===== config.mk =====
export PLATFORM = sky130hd
export DESIGN_NAME = dsa_addr_gen
export DESIGN_NICKNAME = d
export VERILOG_FILES = /design/src/sv/dsa_pkg.sv /design/src/sv/dsa_addr_gen.sv
export SDC_FILE = /design/constraint.sdc
export NUM_CORES = 1
export LEC_CHECK = 0
export BUFFER_PORTS_ARGS = -buffer_cell sky130_fd_sc_hd__buf_2
export CORE_ASPECT_RATIO = 1.1
export CORE_MARGIN = 2
export CORE_UTILIZATION = 51
export CTS_CLUSTER_SIZE = 30
export DETAILED_ROUTE_END_ITERATION = 12
export PLACE_DENSITY = 0.78
export SLEW_MARGIN = 40
export SYNTH_ARGS = -nofsm -noshare
export SYNTH_HDL_FRONTEND = slang
export SYNTH_SLANG_ARGS = --single-unit

===== constraint.sdc =====
create_clock -name clk -period 6.4 [get_ports clk]
set_clock_uncertainty 0.1 [all_clocks]
set_input_delay 0.64 -clock clk [delete_from_list [all_inputs] [get_ports clk]]
set_output_delay 0.64 -clock clk [all_outputs]
set_load 0.005 [all_outputs]

===== src/sv/dsa_pkg.sv =====
// Shared codes, widths and types of the descriptor slot allocator.
package dsa_pkg;

  localparam int IDX_W  = 12;
  localparam int CAP_W  = 13;
  localparam int INC_W  = 16;
  localparam int ADDR_W = 64;
  localparam int MODE_W = 3;
  localparam int STAT_W = 3;
  localparam int REG_W  = 3;
  localparam int KIND_W = 2;

  // Operation codes on in_mode.
  localparam logic [MODE_W-1:0] MODE_ALLOC   = 3'd0;
  localparam logic [MODE_W-1:0] MODE_FREE    = 3'd1;
  localparam logic [MODE_W-1:0] MODE_RESERVE = 3'd2;
  localparam logic [MODE_W-1:0] MODE_LOOKUP  = 3'd3;
  localparam logic [MODE_W-1:0] MODE_CLEAR   = 3'd4;

  // Status codes on out_status.
  localparam logic [STAT_W-1:0] ST_OK        = 3'd0;
  localparam logic [STAT_W-1:0] ST_EXHAUSTED = 3'd1;
  localparam logic [STAT_W-1:0] ST_RANGE     = 3'd2;
  localparam logic [STAT_W-1:0] ST_COUNT     = 3'd3;
  localparam logic [STAT_W-1:0] ST_FULL      = 3'd4;

  // Configuration register indexes.
  localparam logic [REG_W-1:0] REG_CAPACITY  = 3'd0;
  localparam logic [REG_W-1:0] REG_INCREMENT = 3'd1;
  localparam logic [REG_W-1:0] REG_CPU_BASE  = 3'd2;
  localparam logic [REG_W-1:0] REG_GPU_BASE  = 3'd3;
  localparam logic [REG_W-1:0] REG_HEAP_KIND = 3'd4;
  localparam logic [REG_W-1:0] REG_SHADER    = 3'd5;

  localparam logic [KIND_W-1:0] HEAP_SHADER_RES = 2'd2;

  // Per-item control handed from the decision stage to the address unit.
  typedef struct packed {
    logic              valid;
    logic              emit;
    logic              from_queue;
    logic [STAT_W-1:0] status;
  } dsa_ctl_t;

  // Address-forming configuration.
  typedef struct packed {
    logic [INC_W-1:0]  inc;
    logic [ADDR_W-1:0] cpu_base;
    logic [ADDR_W-1:0] gpu_base;
    logic              gpu_en;
  } dsa_cfg_t;

endpackage


===== src/sv/dsa_addr_gen.sv =====
// Address unit: picks the slot, multiplies by the stride, adds the bases.
module dsa_addr_gen #(
  parameter int SLOT_W = 13
) (
  input  logic                          clk,
  input  logic                          rst_n,
  input  dsa_pkg::dsa_ctl_t             ctl,
  input  logic [SLOT_W-1:0]             slot,
  input  logic [dsa_pkg::IDX_W-1:0]     queue_data,
  input  dsa_pkg::dsa_cfg_t             cfg,
  output logic                          out_valid,
  output logic [dsa_pkg::IDX_W-1:0]     out_slot_out,
  output logic [dsa_pkg::ADDR_W-1:0]    out_cpu_address,
  output logic [dsa_pkg::ADDR_W-1:0]    out_gpu_address,
  output logic [dsa_pkg::STAT_W-1:0]    out_status
);
  import dsa_pkg::*;

  localparam int PROD_W = SLOT_W + INC_W;

  logic [SLOT_W-1:0] slot_sel;
  logic [PROD_W-1:0] prod_nxt;

  logic              p_valid_r;
  logic              p_emit_r;
  logic [STAT_W-1:0] p_status_r;
  logic [SLOT_W-1:0] p_slot_r;
  logic [PROD_W-1:0] p_prod_r;

  logic              valid_r;
  logic [IDX_W-1:0]  slot_r;
  logic [ADDR_W-1:0] cpu_r;
  logic [ADDR_W-1:0] gpu_r;
  logic [STAT_W-1:0] status_r;

  assign slot_sel = ctl.from_queue ? SLOT_W'(queue_data) : slot;
  assign prod_nxt = PROD_W'(slot_sel) * PROD_W'(cfg.inc);

  always_ff @(posedge clk) begin
    if (!rst_n) begin
      p_valid_r <= 1'b0;
      valid_r   <= 1'b0;
    end else begin
      p_valid_r <= ctl.valid;
      valid_r   <= p_valid_r;
    end
    p_emit_r   <= ctl.emit;
    p_status_r <= ctl.status;
    p_slot_r   <= slot_sel;
    p_prod_r   <= prod_nxt;
    status_r   <= p_status_r;
    if (p_emit_r) begin
      slot_r <= p_slot_r[IDX_W-1:0];
      cpu_r  <= cfg.cpu_base + ADDR_W'(p_prod_r);
      gpu_r  <= cfg.gpu_en ? cfg.gpu_base + ADDR_W'(p_prod_r) : '0;
    end else begin
      slot_r <= '0;
      cpu_r  <= '0;
      gpu_r  <= '0;
    end
  end

  assign out_valid       = valid_r;
  assign out_slot_out    = slot_r;
  assign out_cpu_address = cpu_r;
  assign out_gpu_address = gpu_r;
  assign out_status      = status_r;

endmodule


# Word-level counts from Yosys, hierarchy flattened
# Index checks and enable logic that the tools add are counted.
# classes
n_mul,1
n_reduce_logical,1
mux,1
addsub,2
# op_table
cell,n
$add A64 B29 Y64,2
$mul A13 B16 Y29,1
$mux W13,1
$reduce_and A2 Y1,1
# totals
out_inout_bits,144
input_bits,178
word_cells,15
reg_bits,190

# Logic depth before layout (Yosys ltp)
# logic_depth
word_depth,2
ltp_mapped,24
ltp_nobuf,22

# Worst setup path after synthesis
# OpenSTA, ideal clock, no wires.
# synth_path
kind,input-to-reg
startpoint,input ctl[3] (netlist name)
endpoint,register p_prod_r[27]
stages,22
setup_slack_ps,-245
arrival_ps,6472
path_cell_list,buf_1 mux2_2 and2_1 fa_1 inv_1 fa_1 inv_1 fa_1 fa_1 inv_1 fa_1 inv_1 ha_1 a211o_1 or3_1 o211ai_1 o21ai_1 a211oi_1 o211ai_1 a311o_1 a21oi_1 xnor2_1
# synth_via
elab_chain_len,2
# synth_rtl
element,line_no,text
"start, declared",dsa_addr_gen.sv:7,"input dsa_pkg::dsa_ctl_t ctl,"
$mux W13,dsa_addr_gen.sv:36,assign slot_sel = ctl.from_queue ? SLOT_W'(queue_data) : slot;
$mul A13 B16 Y29,dsa_addr_gen.sv:37,assign prod_nxt = PROD_W'(slot_sel) * PROD_W'(cfg.inc);
via prod_nxt[27],dsa_addr_gen.sv:22,logic [PROD_W-1:0] prod_nxt;
"end signal, assigned",dsa_addr_gen.sv:50,p_prod_r <= prod_nxt;
"end, declared",dsa_addr_gen.sv:28,logic [PROD_W-1:0] p_prod_r;
# The timed path passes the listed nets, and every way through them passes these cells.
# A chain may end at the register's enable or synchronous reset.

# Worst setup path in the final report
# Ends and elaborated chain as after synthesis.

==> summary.txt <==
Setup path
  – CP dominant cell by count: fa_1
  – Worst-path cell chain: buf_2 -> mux2_2 -> and2_1 -> fa_1 -> inv_1 -> fa_1 -> inv_1 -> fa_1 -> fa_1 -> inv_1 -> fa_1 -> inv_1 -> ha_1 -> a211o_1 -> or3_1 -> o211ai_1 -> o21ai_2 -> a211oi_4 -> o211ai_1 -> a311o_1 -> a21oi_2 -> xnor2_1
  – Crit end category: register
  – R2R setup slack: between 2 and 2.5 ns
  – Crit Path Max Fanout: 6
  – Reg2reg path depth: 12
  – Crit-path slowest cell: fa_1
  – Levels on crit path: 22
  – Maximum cell stage delay along the critical path: 0.53 ns
  – Critical Path RT: 6.68 ns
  – Reg2reg start: p_prod_r[0]
  – Startpoint class of the critical path: input port
  – R2R Path End: out_cpu_address[40]
  – Worst path top cell family by delay: adder cells
  – Worst path arrival time: 6.45 ns
  – Setup CP Type: input port to register
  – WP buf/inv: 5

Detailed routing
  – Routed WL: 46400 um
  – Routed vias: 14100
  – Starting DRT DRC Count: 1040
  – Drt pass-1 iters: 5
  – DRC viols: 0
  – Routed Antenna Nets: 0
  – WL/cell: about 18 um
  – Vias per cell: 5.47

Synthesis
  – Yosys top cell by area: dfxtp_1
  – Sequential share of the synthesized area: ~24%
  – Post-Syn Instances: 1812
  – Flops & latches, synth: 190
  – Distinct cell type count after synthesis: 61
  – Ys async rst share: 0%
  – Number of synthesized flops with an enable pin: 0
  – Ys flop type: dfxtp_1
  – Post-Syn Area per Cell: 8.73 sq um
  – Cell area after synthesis: 0.0158 sq mm
  – YS warnings: 0
  – Syn nets: 2278
  – Synth top area share: 24.0%
  – Area contributors post-synth: dfxtp_1, fa_1, ha_1, inv_1, and2_1

STA
  – Fmax: 162 MHz
  – Minimum clock period: 6.18 ns
  – Least-Margin Pin Slew: 0.806 ns
  – Fin. Hold Viols: 0
  – Final worst-path cycle share: 96.5%
  – Slew headroom: 46.1%
  – Total negative slack: 0 ns
  – Slew Limit Fails: 0
  – Final setup viols: 0
  – WHS: 0.195 ns

CTS
  – CTS Hold Buffers Added: 0
  – Number of CTS-inserted buffers: 17
  – Root Buffer: clkbuf_16
  – Clk pin slew, worst setup/hold paths: 0.07 ns
  – H-tree depth: 4
  – CTS tree: built
  – Clk_lat worst skew: 0.44 ns
  – Worst-case clock buffer depth: 2
  – Clock sinks: 190

Cells and area
  – Finished layout cell area: about 0.019 sq mm
  – Area growth, synth to finish: 18.8%
  – NumNets Final: 2614
  – Share of cells above drive strength 1: roughly a fifth

GRT
  – All-layer global routing usage: 28.7%
  – Largest net degree at the start of global routing: between 50 and 60
  – Gr ovfl total: 0
  – First-pass GRT wire length: approximately 73000 um
  – Initial antenna violation count: 7
  – Vias in the first global route: 14300

Floorplan
  – Die H: 189 um
  – Site Rows: 67
  – Die W: 172 um
  – Die area: around 0.032 sq mm
  – Core area: ~0.031 sq mm
  – IO Pins: 322
  – Initial core utilization: 51.9%

Pwr
  – Pwr/cell area: between 400 and 500 mW/mm^2
  – Total Power: 9240 uW
  – Worst IR drop on VDD: 0.000393 V
  – Leakage power: 0.00932 uW

Placement
  – Port-buffer cells: 321
  – Cell Area, Placed: between 0.015 and 0.02 sq mm
  – DP Wirelength: between 30000 and 40000 um
  – Gpl congestion: approximately 0.93

Min path
  – Worst hold path class: input port to register
  – Hold depth: 1
  – WHS Endpoint: p_status_r[0]
  – HP Start: ctl[0]

Outcome
  – Outcome: complete, no violations

Job
  – Max cap viols: 0
==> stage by stage <==
stage | util [%] | cells | worst slack, ns
6_report | 61.6 | 2581 | 0.224
5_1_grt | 61.6 | 2580 | -0.0382
4_1_cts | 61.5 | 2574 | 0.233
3_5_place_dp | 59.6 | 2542 | -0.223
3_3_place_gp | 59.6 | 2542 | -0.153
2_1_floorplan | - | 1812 | 0.0000715
==> synth_stat cells (12+ instances only) <==
| master | number |
|---|---|
| or4_1 | 12 |
| clkbuf_1 | 65 |
| nand2_1 | 195 |
| and2_1 | 120 |
| mux2_2 | 12 |
| a21o_1 | 28 |
| o21ai_0 | 46 |
| nor2_1 | 124 |
| and3_1 | 28 |
| nand4_1 | 28 |
| nand3_1 | 27 |
| nor2b_1 | 12 |
| a21oi_1 | 100 |
| dfxtp_1 | 190 |
| nand2b_1 | 27 |
| mux2i_1 | 18 |
| a31oi_1 | 12 |
| o2111ai_1 | 15 |
| xnor2_1 | 40 |
| ha_1 | 132 |
| o31ai_1 | 13 |
| xor2_1 | 60 |
| fa_1 | 156 |
| inv_1 | 228 |
| or3_1 | 17 |
==> registers in the layout (all words and copies together) (netlist names) <==
register / cells
p_emit_r: 1
p_valid_r: 1
out_status: 3
out_cpu_address: 64
out_valid: 1
p_slot_r: 12
out_gpu_address: 64
out_slot_out: 12
p_prod_r: 29
p_status_r: 3
==> placed cells by master, fill, tap and decap left out, types with 60 or more instances in the layout <==
cell type and n:
a21oi_1 98, and2_1 120, buf_2 321, buf_4 63
dfxtp_1 189, fa_1 156, ha_1 132, inv_1 228
nand2_1 194, nor2_1 124, xor2_1 60
==> power breakdown <==
part	total [uW]	switching (uW)	internal, uW
registers	1640	138	1500
clock network	1050	504	549
logic	6550	3510	3040
total	9240	4150	5090
==> final cells by class <==
class | instances | area, sq um
well taps | 414 | 518
diodes | 6 | 15.0
fillers | 2658 | 11700
multi-input cells | 1326 | 11000
flip-flops and latches | 190 | 3800
clock buffers | 17 | 425
inverters | 229 | 860
repair buffers | 384 | 2080
clock inverters | 15 | 151
==> worst max path at each step <==
stage,startpoint,to,slack [ns]
6_report,ctl[3],p_prod_r[27],0.22
5_1_grt,ctl[3],p_prod_r[27],-0.04
4_1_cts,ctl[3],p_prod_r[28],0.23
3_5_place_dp,ctl[3],p_prod_r[28],-0.22
3_3_place_gp,ctl[3],p_prod_r[27],-0.15
2_1_floorplan,ctl[3],p_prod_r[21],0.00007
==> routing by layer <==
layer / GRT usage [%] / up-vias / wire length (um)
met4: 16.4 / 4 / 2290
met5: 0 / - / 28
met1: 33.2 / 6694 / 18000
met3: 6.28 / 136 / 3580
li1: - / 6647 / -
met2: 48.7 / 648 / 22500
==> what timing repair did <==
| item | CTS | global route |
|---|---|---|
| endpoints found under the setup margin | 0 | 4 |
| gates resized for setup | 0 | 5 |
| setup buffers | 0 | 1 |
==> kinds of logic (layout without fill, tap and decap cells) <==
logic type	Yosys count	count (layout)	share of synthesized area, %
other	0	6	0
muxes	30	30	1.99
and+or+nand+nor	616	616	19.3
buffers and inverters	296	645	7.03
xor gates and xnor gates	100	100	5.53
DFF	190	190	24.0
adders and majority gates	288	288	30.2
AOI/OAI and AO/OA	292	292	12.0
(Power assumes the default switching activity.)
